## config.mk

```make
export PLATFORM = sky130hd
export DESIGN_NAME = mlbt_ctrl
export DESIGN_NICKNAME = d
export VERILOG_FILES = /design/src/rtl/mlbt_pkg.sv /design/src/rtl/mlbt_ctrl.sv
export SDC_FILE = /design/constraint.sdc
export NUM_CORES = 1
export LEC_CHECK = 0
export BUFFER_PORTS_ARGS = -buffer_cell sky130_fd_sc_hd__clkbuf_2
export CORE_MARGIN = 1.5
export CORE_UTILIZATION = 49
export DETAILED_ROUTE_END_ITERATION = 10
export PLACE_DENSITY = 0.74
export SLEW_MARGIN = 20
export SYNTH_ARGS = -nofsm -noshare
export SYNTH_HDL_FRONTEND = slang
export SYNTH_SLANG_ARGS = --single-unit
```

## constraint.sdc

```tcl
create_clock -name clk -period 1.52 [get_ports clk]
set_input_delay 0.228 -clock clk [delete_from_list [all_inputs] [get_ports clk]]
set_output_delay 0.228 -clock clk [all_outputs]
set_load 0.03 [all_outputs]
```

## src/rtl/mlbt_pkg.sv

```systemverilog
// Maglev backend table: shared constants, payload types, controller codes.
// No dependencies; all other files but mlbt_ram and assert_macros.svh import it.
package mlbt_pkg;

  localparam int TABLE_SIZE   = 1021;
  localparam int MAX_BACKENDS = 64;
  localparam int ADDR_W       = 128;
  localparam int IDX_W        = 6;
  localparam int CNT_W        = 7;
  localparam int SLOT_W       = 10;
  localparam int TBL_W        = $clog2(TABLE_SIZE);
  localparam int CUR_W        = $clog2(TABLE_SIZE + 1);
  localparam int BE_AW        = $clog2(MAX_BACKENDS);
  localparam int TE_W         = IDX_W + 1;
  localparam int PB_W         = 2 * TBL_W + CUR_W;

  localparam logic [31:0] MM_MUL   = 32'h5bd1e995;
  localparam logic [31:0] MM_SEED  = 32'd16;
  localparam logic [31:0] DJB_INIT = 32'd5381;
  localparam int MM_R  = 24;
  localparam int MM_F1 = 13;
  localparam int MM_F2 = 15;

  typedef enum logic [1:0] {
    KIND_ADD  = 2'd0,
    KIND_DEL  = 2'd1,
    KIND_READ = 2'd2,
    KIND_NOP  = 2'd3
  } kind_t;

  typedef struct packed {
    kind_t              kind;
    logic [63:0]        addr_high;
    logic [63:0]        addr_low;
    logic [SLOT_W-1:0]  slot;
  } req_t;

  typedef struct packed {
    logic               status;
    logic [IDX_W-1:0]   backend_index;
    logic [63:0]        backend_addr_high;
    logic [63:0]        backend_addr_low;
    logic [CNT_W-1:0]   count;
  } rsp_t;

  typedef enum logic [4:0] {
    OP_NOP, OP_CLR, OP_ACCEPT, OP_ADD_INIT, OP_ADD_RD, OP_ADD_SHIFT, OP_ADD_PUT,
    OP_DEL_INIT, OP_DEL_RD, OP_DEL_CHK, OP_DEL_END, OP_RD_TBL, OP_RD_BE,
    OP_RESP, OP_RESP_FULL, OP_RB_INIT, OP_H_RD, OP_H_START, OP_H_STORE,
    OP_T_CLR, OP_CL_INIT, OP_CL_RDP, OP_CL_LDP, OP_CL_PROBE, OP_CL_CLAIM,
    OP_CL_NEXT, OP_FILL_INIT, OP_FILL_RD, OP_FILL_WR
  } op_t;

  typedef enum logic [4:0] {
    S_CLEAR, S_IDLE, S_DISPATCH, S_ADD_RD, S_ADD_CMP, S_ADD_PUT,
    S_DEL_RD, S_DEL_CHK, S_DEL_END, S_DEL_TEST, S_RD_T, S_RD_B, S_RD_OUT,
    S_RB_INIT, S_H_RD, S_H_START, S_H_WAIT, S_T_CLR, S_CL_INIT, S_CL_RDP,
    S_CL_LDP, S_CL_PROBE, S_CL_CHK, S_CL_NEXT, S_FILL_INIT, S_FILL_RD,
    S_FILL_WR, S_RESP
  } state_t;

  typedef struct packed {
    op_t op;
  } cmd_t;

  typedef struct packed {
    kind_t kind;
    logic  full;
    logic  cnt_zero;
    logic  slot_oob;
    logic  idx_zero;
    logic  idx_last;
    logic  greater;
    logic  equal;
    logic  hash_done;
    logic  sc_last;
    logic  taken;
    logic  progress;
    logic  filled_full;
    logic  cur_end;
  } st_t;

endpackage

```

## src/rtl/mlbt_ctrl.sv

```systemverilog
// Controller state machine: sequences reset clear, list edits, rebuild and reads.
// Depends on mlbt_pkg; drives the datapath by micro-op commands.
module mlbt_ctrl (
  input  logic           clk,
  input  logic           rst,
  input  logic           start,
  input  mlbt_pkg::st_t  st,
  output mlbt_pkg::cmd_t cmd,
  output logic           busy
);
  import mlbt_pkg::*;

  state_t state, state_next;

  always_ff @(posedge clk) begin
    if (rst) state <= S_CLEAR;
    else     state <= state_next;
  end

  always_comb begin
    state_next = state;
    cmd.op     = OP_NOP;
    unique case (state)
      S_CLEAR: begin
        cmd.op = OP_CLR;
        if (st.sc_last) state_next = S_IDLE;
      end
      S_IDLE: begin
        if (start) begin
          cmd.op     = OP_ACCEPT;
          state_next = S_DISPATCH;
        end
      end
      S_DISPATCH: begin
        unique case (st.kind)
          KIND_ADD: begin
            if (st.full) begin
              cmd.op     = OP_RESP_FULL;
              state_next = S_IDLE;
            end else begin
              cmd.op     = OP_ADD_INIT;
              state_next = st.cnt_zero ? S_ADD_PUT : S_ADD_RD;
            end
          end
          KIND_DEL: begin
            cmd.op     = OP_DEL_INIT;
            state_next = st.cnt_zero ? S_DEL_END : S_DEL_RD;
          end
          KIND_READ: begin
            if (st.slot_oob) begin
              cmd.op     = OP_RESP;
              state_next = S_IDLE;
            end else begin
              state_next = S_RD_T;
            end
          end
          default: begin
            cmd.op     = OP_RESP;
            state_next = S_IDLE;
          end
        endcase
      end
      // insertion walks down from the top, shifting larger entries up
      S_ADD_RD: begin
        cmd.op     = OP_ADD_RD;
        state_next = S_ADD_CMP;
      end
      S_ADD_CMP: begin
        if (st.greater) begin
          cmd.op     = OP_ADD_SHIFT;
          state_next = st.idx_zero ? S_ADD_PUT : S_ADD_RD;
        end else begin
          cmd.op     = OP_ADD_PUT;
          state_next = S_RB_INIT;
        end
      end
      S_ADD_PUT: begin
        cmd.op     = OP_ADD_PUT;
        state_next = S_RB_INIT;
      end
      S_DEL_RD: begin
        cmd.op     = OP_DEL_RD;
        state_next = S_DEL_CHK;
      end
      S_DEL_CHK: begin
        cmd.op     = OP_DEL_CHK;
        state_next = st.idx_last ? S_DEL_END : S_DEL_RD;
      end
      S_DEL_END: begin
        cmd.op     = OP_DEL_END;
        state_next = S_DEL_TEST;
      end
      S_DEL_TEST: begin
        if (st.cnt_zero) begin
          cmd.op     = OP_RESP;
          state_next = S_IDLE;
        end else begin
          state_next = S_RB_INIT;
        end
      end
      S_RD_T: begin
        cmd.op     = OP_RD_TBL;
        state_next = S_RD_B;
      end
      S_RD_B: begin
        cmd.op     = OP_RD_BE;
        state_next = S_RD_OUT;
      end
      S_RD_OUT: begin
        cmd.op     = OP_RESP;
        state_next = S_IDLE;
      end
      S_RB_INIT: begin
        cmd.op     = OP_RB_INIT;
        state_next = S_H_RD;
      end
      S_H_RD: begin
        cmd.op     = OP_H_RD;
        state_next = S_H_START;
      end
      S_H_START: begin
        cmd.op     = OP_H_START;
        state_next = S_H_WAIT;
      end
      S_H_WAIT: begin
        if (st.hash_done) begin
          cmd.op     = OP_H_STORE;
          state_next = st.idx_last ? S_T_CLR : S_H_RD;
        end
      end
      S_T_CLR: begin
        cmd.op = OP_T_CLR;
        if (st.sc_last) state_next = S_CL_INIT;
      end
      S_CL_INIT: begin
        cmd.op     = OP_CL_INIT;
        state_next = S_CL_RDP;
      end
      S_CL_RDP: begin
        cmd.op     = OP_CL_RDP;
        state_next = S_CL_LDP;
      end
      S_CL_LDP: begin
        cmd.op     = OP_CL_LDP;
        state_next = S_CL_PROBE;
      end
      S_CL_PROBE: begin
        if (st.cur_end) begin
          state_next = S_CL_NEXT;
        end else begin
          cmd.op     = OP_CL_PROBE;
          state_next = S_CL_CHK;
        end
      end
      S_CL_CHK: begin
        if (st.taken) begin
          state_next = S_CL_PROBE;
        end else begin
          cmd.op     = OP_CL_CLAIM;
          state_next = S_CL_NEXT;
        end
      end
      S_CL_NEXT: begin
        cmd.op = OP_CL_NEXT;
        // table full, or a whole round without a claim
        if (st.filled_full || (st.idx_last && !st.progress)) state_next = S_FILL_INIT;
        else state_next = S_CL_RDP;
      end
      S_FILL_INIT: begin
        cmd.op     = OP_FILL_INIT;
        state_next = S_FILL_RD;
      end
      S_FILL_RD: begin
        cmd.op     = OP_FILL_RD;
        state_next = S_FILL_WR;
      end
      S_FILL_WR: begin
        cmd.op     = OP_FILL_WR;
        state_next = st.sc_last ? S_RESP : S_FILL_RD;
      end
      S_RESP: begin
        cmd.op     = OP_RESP;
        state_next = S_IDLE;
      end
      default: state_next = S_CLEAR;
    endcase
  end

  assign busy = (state != S_IDLE);

endmodule

```

==> results, run 1 <==
- The total number of placement rows is 17.
- Measured along the x axis, the die boundary spans 50.83 um.
- Across every metal layer, demand over resource in global routing totals 0.7991.
- The count of cell types in the netlist is 56.
- At the end of routability-driven placement, the weighted congestion stood at 0.9868.
- It got as far as 5_1_grt and failed there.
- The post-synthesis cell area is 1121 um2.
- Counting flops and latches in the post-synthesis netlist gives 5.
- Detailed placement finished with a half-perimeter wire length of 3.412 mm.
- The Yosys step of the flow raised 0 warnings.
- In the synthesized netlist the dominant register cell turns out to be dfxtp_1.
- The number of buffers inserted during clock tree synthesis is 3.
- Input and output buffers added on the ports amount to 22.
- The number of instances in the synthesized netlist is 156.
- The clock drives 5 sinks.
- In the synthesized netlist the async set-or-reset flop fraction comes to 0.
- The total overflow left after global routing is 70.
- The clock root buffer is clkbuf_4.
- In this run the number of H-tree levels came out at 1.
- The worst endpoint type is a top-level output.
- For this run, the register share of the synthesized area comes to 0.08929.
- 24 I/O pins were placed.
- The initial utilization of the core area, before any placement, comes to 0.5117.
- In the global-route stage, repair_timing last flagged the worst endpoint as cmd[2].
- Entering global routing, the biggest net connects 15 pins.
- In this run, synthesis inferred 0 flip-flops with an integrated enable.
- The tool reported: "[ERROR GRT-0232] Routing congestion too high. Check the congestion heatmap in the GUI".
- The total placed instance area is 1647 um2.
- The run stopped with a tool error.
- Averaged over all synthesized cells, the footprint is 7.186 um2.
- After clock tree synthesis, the flow added hold-fix buffers numbering 0.
- The net count of the mapped netlist is 174.
- Measured along the y axis, the die boundary spans 50.83 um.
- The clock passes through at most 2 buffers.
-- synthesized netlist by cell type (2+ instances only) --
library cell,n,area [um2]
a21oi_1,11,55.05
nand3_1,5,25.02
nor2b_1,8,50.05
inv_1,8,30.03
o21ai_1,4,20.02
o2111ai_1,4,35.03
and3_1,2,12.51
o211ai_1,3,22.52
or3b_1,3,26.28
buf_4,3,22.52
o32ai_1,5,43.79
xnor2_1,2,17.52
and2_1,2,12.51
o221ai_1,3,26.28
clkbuf_1,2,7.510
a21o_1,4,30.03
dfxtp_1,5,100.1
nor3b_1,2,15.01
mux2i_1,3,30.03
a31oi_1,5,31.28
a2111oi_0,3,26.28
or3_1,3,18.77
nor2_1,5,18.77
o21a_1,2,15.01
a211oi_1,2,15.01
nand2_1,6,22.52
nor3_1,3,15.01
nand2b_1,2,12.51
a2111oi_2,2,30.03
buf_2,11,55.05
o21ai_0,8,40.04
-- kinds of logic after synthesis --
logic type      after synthesis  share of synthesized area
xor+xnor                      2                    0.01563
mux                           4                    0.03683
simple gates                 50                     0.2701
compound gates               69                     0.4721
buf+inv                      26                     0.1161
flops                         5                    0.08929
-- timing repair --
item,4_1_cts
pin swaps,12
setup endpoints to repair,11
gates resized for setup,46
setup buffers,8
-- routing by layer --
layer,overflow,track usage
met1,0,0.7950
met2,39,1.031
met3,0,0.4883
met4,31,0.9640
met5,0,0
-- through the flow --
| step | std cells | setup TNS, ns | setup WS, ns | hold slack (ns) |
|---|---|---|---|---|
| 2_1_floorplan | 156 | -0.1413 | -0.1235 | 0.3810 |
| 3_3_place_gp | 243 | -0.8117 | -0.1462 | 0.5692 |
| 3_5_place_dp | 243 | -1.301 | -0.1922 | 0.5902 |
| 4_1_cts | 254 | -1.590 | -0.3003 | 0.3354 |
==> inputs of run 2 (changes only) <==
CORE_AREA = 2 2 63 65   (was default)
CORE_MARGIN = default   (was 1.5)
CORE_UTILIZATION = default   (was 49)
DIE_AREA = 0 0 65 67   (was default)
PLACE_DENSITY = default   (was 0.74)
PLACE_DENSITY_LB_ADDON = 0.15   (was default)
clock period = 1.98 ns   (was 1.52 ns; I/O delays follow)
==> run 2 against run 1 <==
- synthesized cell count stayed put
- the run now ends clean
- synthesized area stayed put
==> results, run 2 <==
- The flow ran to the end, and the final reports show no timing, DRC or antenna violations.
- Yosys attributes the largest share of cell area to dfxtp_1 8.9%, a21oi_1 4.9%, buf_2 4.9%, nor2b_1 4.5%, o32ai_1 3.9%.
- The worst pin sits at a relative slew slack of 0.7064.
- After synthesis, the share of flip-flops with an asynchronous set or reset is 0.
- The number of filler instances in the final layout is 366.
- The total of warnings raised by yosys is 0.
- The final layout contains 211 nets.
- The port buffer count is 22.
- The top register by number of flip-flops is state.
- The initial DRC count is 99.
- After synthesis, the mean cell area works out to 7.186 um2.
- The count of final hold-check violations is 0.
- The global routing usage summed across all routing layers is 0.1896.
- The area fraction of the dominant cell type after synthesis is 0.08929.
- Entering global routing, the biggest net connects 19 pins.
- The xor/xnor cell area share of the yosys netlist is 0.01563.
- The number of ports placed on the die boundary is 24.
- Of the total synthesized cell area, the portion taken by AND, OR, NAND and NOR gates is 0.2701.
- The half-perimeter wire length of the detailed placement result is 3.061 mm.
- For the worst setup path, the data arrival time is 1.62 ns.
- Dividing the detail-routed via count by the number of cells gives 5.929.
- The count of cell types in the netlist is 56.
- The library cells used most frequently in the layout, excluding fill and tap cells, are 28 x buf_4, 18 x clkbuf_2, 11 x a21oi_1.
- The floorplan has 22 rows.
- The number of enable flip-flop cells after synthesis is 0.
- The first TritonRoute pass finished after 4 iterations.
- The leakage power total is 0.5455 nW.
- The dominant combinational cell family by area after synthesis is compound AO/OA/AOI/OAI gates.
- The final total power is 639.6 uW.
- Summing all flip-flop and latch instances after layout gives 113.9 um2.
- The family with the most delay on the worst path is buffers and inverters.
- The signal on the critical path passes through buf_4 -> and2_4 -> and3_1 -> a21oi_1 -> o32ai_2 -> buf_2.
- The part of the cycle the worst path needs is 0.9688.
- The number of buffers inserted during clock tree synthesis is 3.
- The layout-stage area growth over the synthesis result is 33.37%.
- Setup violations remaining at the end of the flow were counted as 0.
- The share of the Yosys chip area taken by registers is 0.08929.
- The library cell used most frequently in the layout, excluding fill and tap cells, is buf_4.
- The class of the worst hold path is input port to register.
- The initial antenna violation count is 0.
- Synthesis produced a netlist whose cell count is 156.
- The die covers 4355 um2.
- The net count of the mapped netlist is 174.
- The first global-routing pass estimated 6.506 mm of wire.
- The worst setup path category is register to primary output.
- In the final layout, the share of cells above drive strength 1 is 0.3802.
- After clock tree synthesis, the clock-pin slew on the worst setup and hold paths is 0.04 ns.
- The register with the most flip-flops in the layout has 5 of them.
- The power density over the cells is 427.8 nW/um2.
- The clock root buffer is clkbuf_8.
- The flip-flop cell with the highest count after synthesis is dfxtp_1.
- In this run the deepest clock path goes through 2 buffers.
- The final routed wire length divided by cell count is 16.52 um.
- The post-synthesis compound-gate area fraction was 0.4721.
- The via count of the first global-routing pass is 1307.
- The max-capacitance violation count is 0.
- In the final layout, the registers with the most flip-flops are state (5).
- The count of pins over their slew limit is 0.
- For the pin with the worst max-slew slack, the measured transition is 0.4393 ns.
- The worst setup slack before clock tree synthesis is 0.03157 ns.
- The number of routed nets with antenna violations is 0.
- The commonest cells after synthesis are 11 x a21oi_1, 11 x buf_2, 8 x inv_1, 8 x nor2b_1, 8 x o21ai_0.
- The number of synthesized register bits is 5.
- On the worst path, the slowest cell contributes a delay of 0.39 ns.
- The global route total overflow is 0.
- In this run the vertical extent of the chip is 67 um.
- The area of the core is 3606 um2.
- The final route contains 1423 vias.
- TritonCTS built the clock tree.
- Summing every instance area after synthesis gives 1121 um2.
- The multiplexer area fraction after synthesis is 0.03683.
- The starting utilization of the core area is 0.3109.
- The critical path capture point type is a primary output.
- After layout, the worst setup slack is 0.06169 ns.
- The final wirelength is 3.964 mm.
- The number of clock sinks is 5.
- The die span in x is 65 um.
- VDD sags by at most 314.4 uV.
- The repair_antennas step left the layout with diodes totalling 0.
- The worst hold slack across all endpoints is 0.3994 ns.
- For this run, design rule violations remaining after detail routing come to 0.
- The worst setup path is launched from a register.
- The final critical delay including setup and external delays is 1.918 ns.
- The number of H-tree branching levels is 1.
- The global placement routability congestion is 0.8537.
- Of all nets on the critical path, the largest fanout is 10.
- Counting both buffers and inverters, the worst setup path holds a total of 2.
- STA puts the critical path data required time at 1.68 ns.
- Of the total synthesized cell area, the portion taken by full adders, half adders and majority gates is 0.
- The final total negative setup slack is 0 ns.
- The multi-input combinational cell area is 918.4 um2.
- The leading area contributor after synthesis is dfxtp_1.
- The post-CTS setup repair buffer count is 0.
- The worst setup skew after layout is 0.006174 ns.
- The latest clock arrival within the worst-skew pair is 0.22 ns.
- The maximum clock frequency is 521.3 MHz.
- The slowest library cell on the worst path is dfxtp_2.
-- run 2: cell counts after synthesis --
Identical to the previous run, type by type.
-- run 2: repair_timing --
action / CTS / global route
endpoints found under the setup margin: 5 / 5
pin swaps: 0 / 2
cloned: 0 / 0
hold buffers: 0 / 0
resized for setup: 5 / 19
-- run 2: metrics by stage --
| stage | cell area (um2) | utilization | cells |
|---|---|---|---|
| after floorplan | 1129 | - | 156 |
| after global placement | 1405 | 0.3897 | 236 |
| after detailed placement | 1405 | 0.3897 | 236 |
| after CTS | 1458 | 0.4042 | 240 |
| after global routing | 1495 | 0.4146 | 240 |
| final | 1495 | 0.4146 | 240 |
-- run 2: kinds of logic after synthesis --
kind of cell | Yosys count
XOR/XNOR | 2
flip-flops | 5
AO/OA/AOI/OAI | 69
AND/OR/NAND/NOR | 50
buffers and inverters | 26
multiplexers | 4
-- run 2: worst paths after layout --
check / depth (start not counted) / slack, ns / start / to
setup / recovery: 6 / 0.06 / state[2] / cmd[0]
hold / removal: 4 / 0.40 / rst / state[0]
setup reg to reg: 5 / 0.37 / state[4] / state[1]
hold reg to reg: 3 / 0.71 / state[3] / state[0]
-- run 2: power breakdown --
part / internal, mW / total [mW] / leakage (nW) / switching, mW
logic: 0.136 / 0.328 / 0.479 / 0.191
registers: 0.106 / 0.123 / 0.0438 / 0.0173
clock network: 0.138 / 0.189 / 0.0228 / 0.0503
total: 0.381 / 0.640 / 0.546 / 0.259
-- run 2: cell type report --
class                      instances  share of cell area
multi-input combinational        125              0.6142
timing repair buffer              49              0.2167
sequential                         5             0.07615
tap                               48             0.04017
clock buffer                       4             0.03013
inverter                           9             0.02259
-- run 2: metal layers --
| layer | vias up | global-route usage | routed length [um] |
|---|---|---|---|
| li1 | 684 | - | - |
| met1 | 675 | 0.2613 | 1823 |
| met2 | 60 | 0.3131 | 1820 |
| met3 | 4 | 0.03209 | 300 |
| met4 | 0 | 0.02926 | 20 |
| met5 | - | 0 | 0 |
-- run 2: worst min-delay path, cell delays in order --
cell and delay (ns):
clkbuf_2 0.12, a21oi_1 0.06, nand2_1 0.05, a31oi_1 0.04
Power figures use the tool's default switching activity.
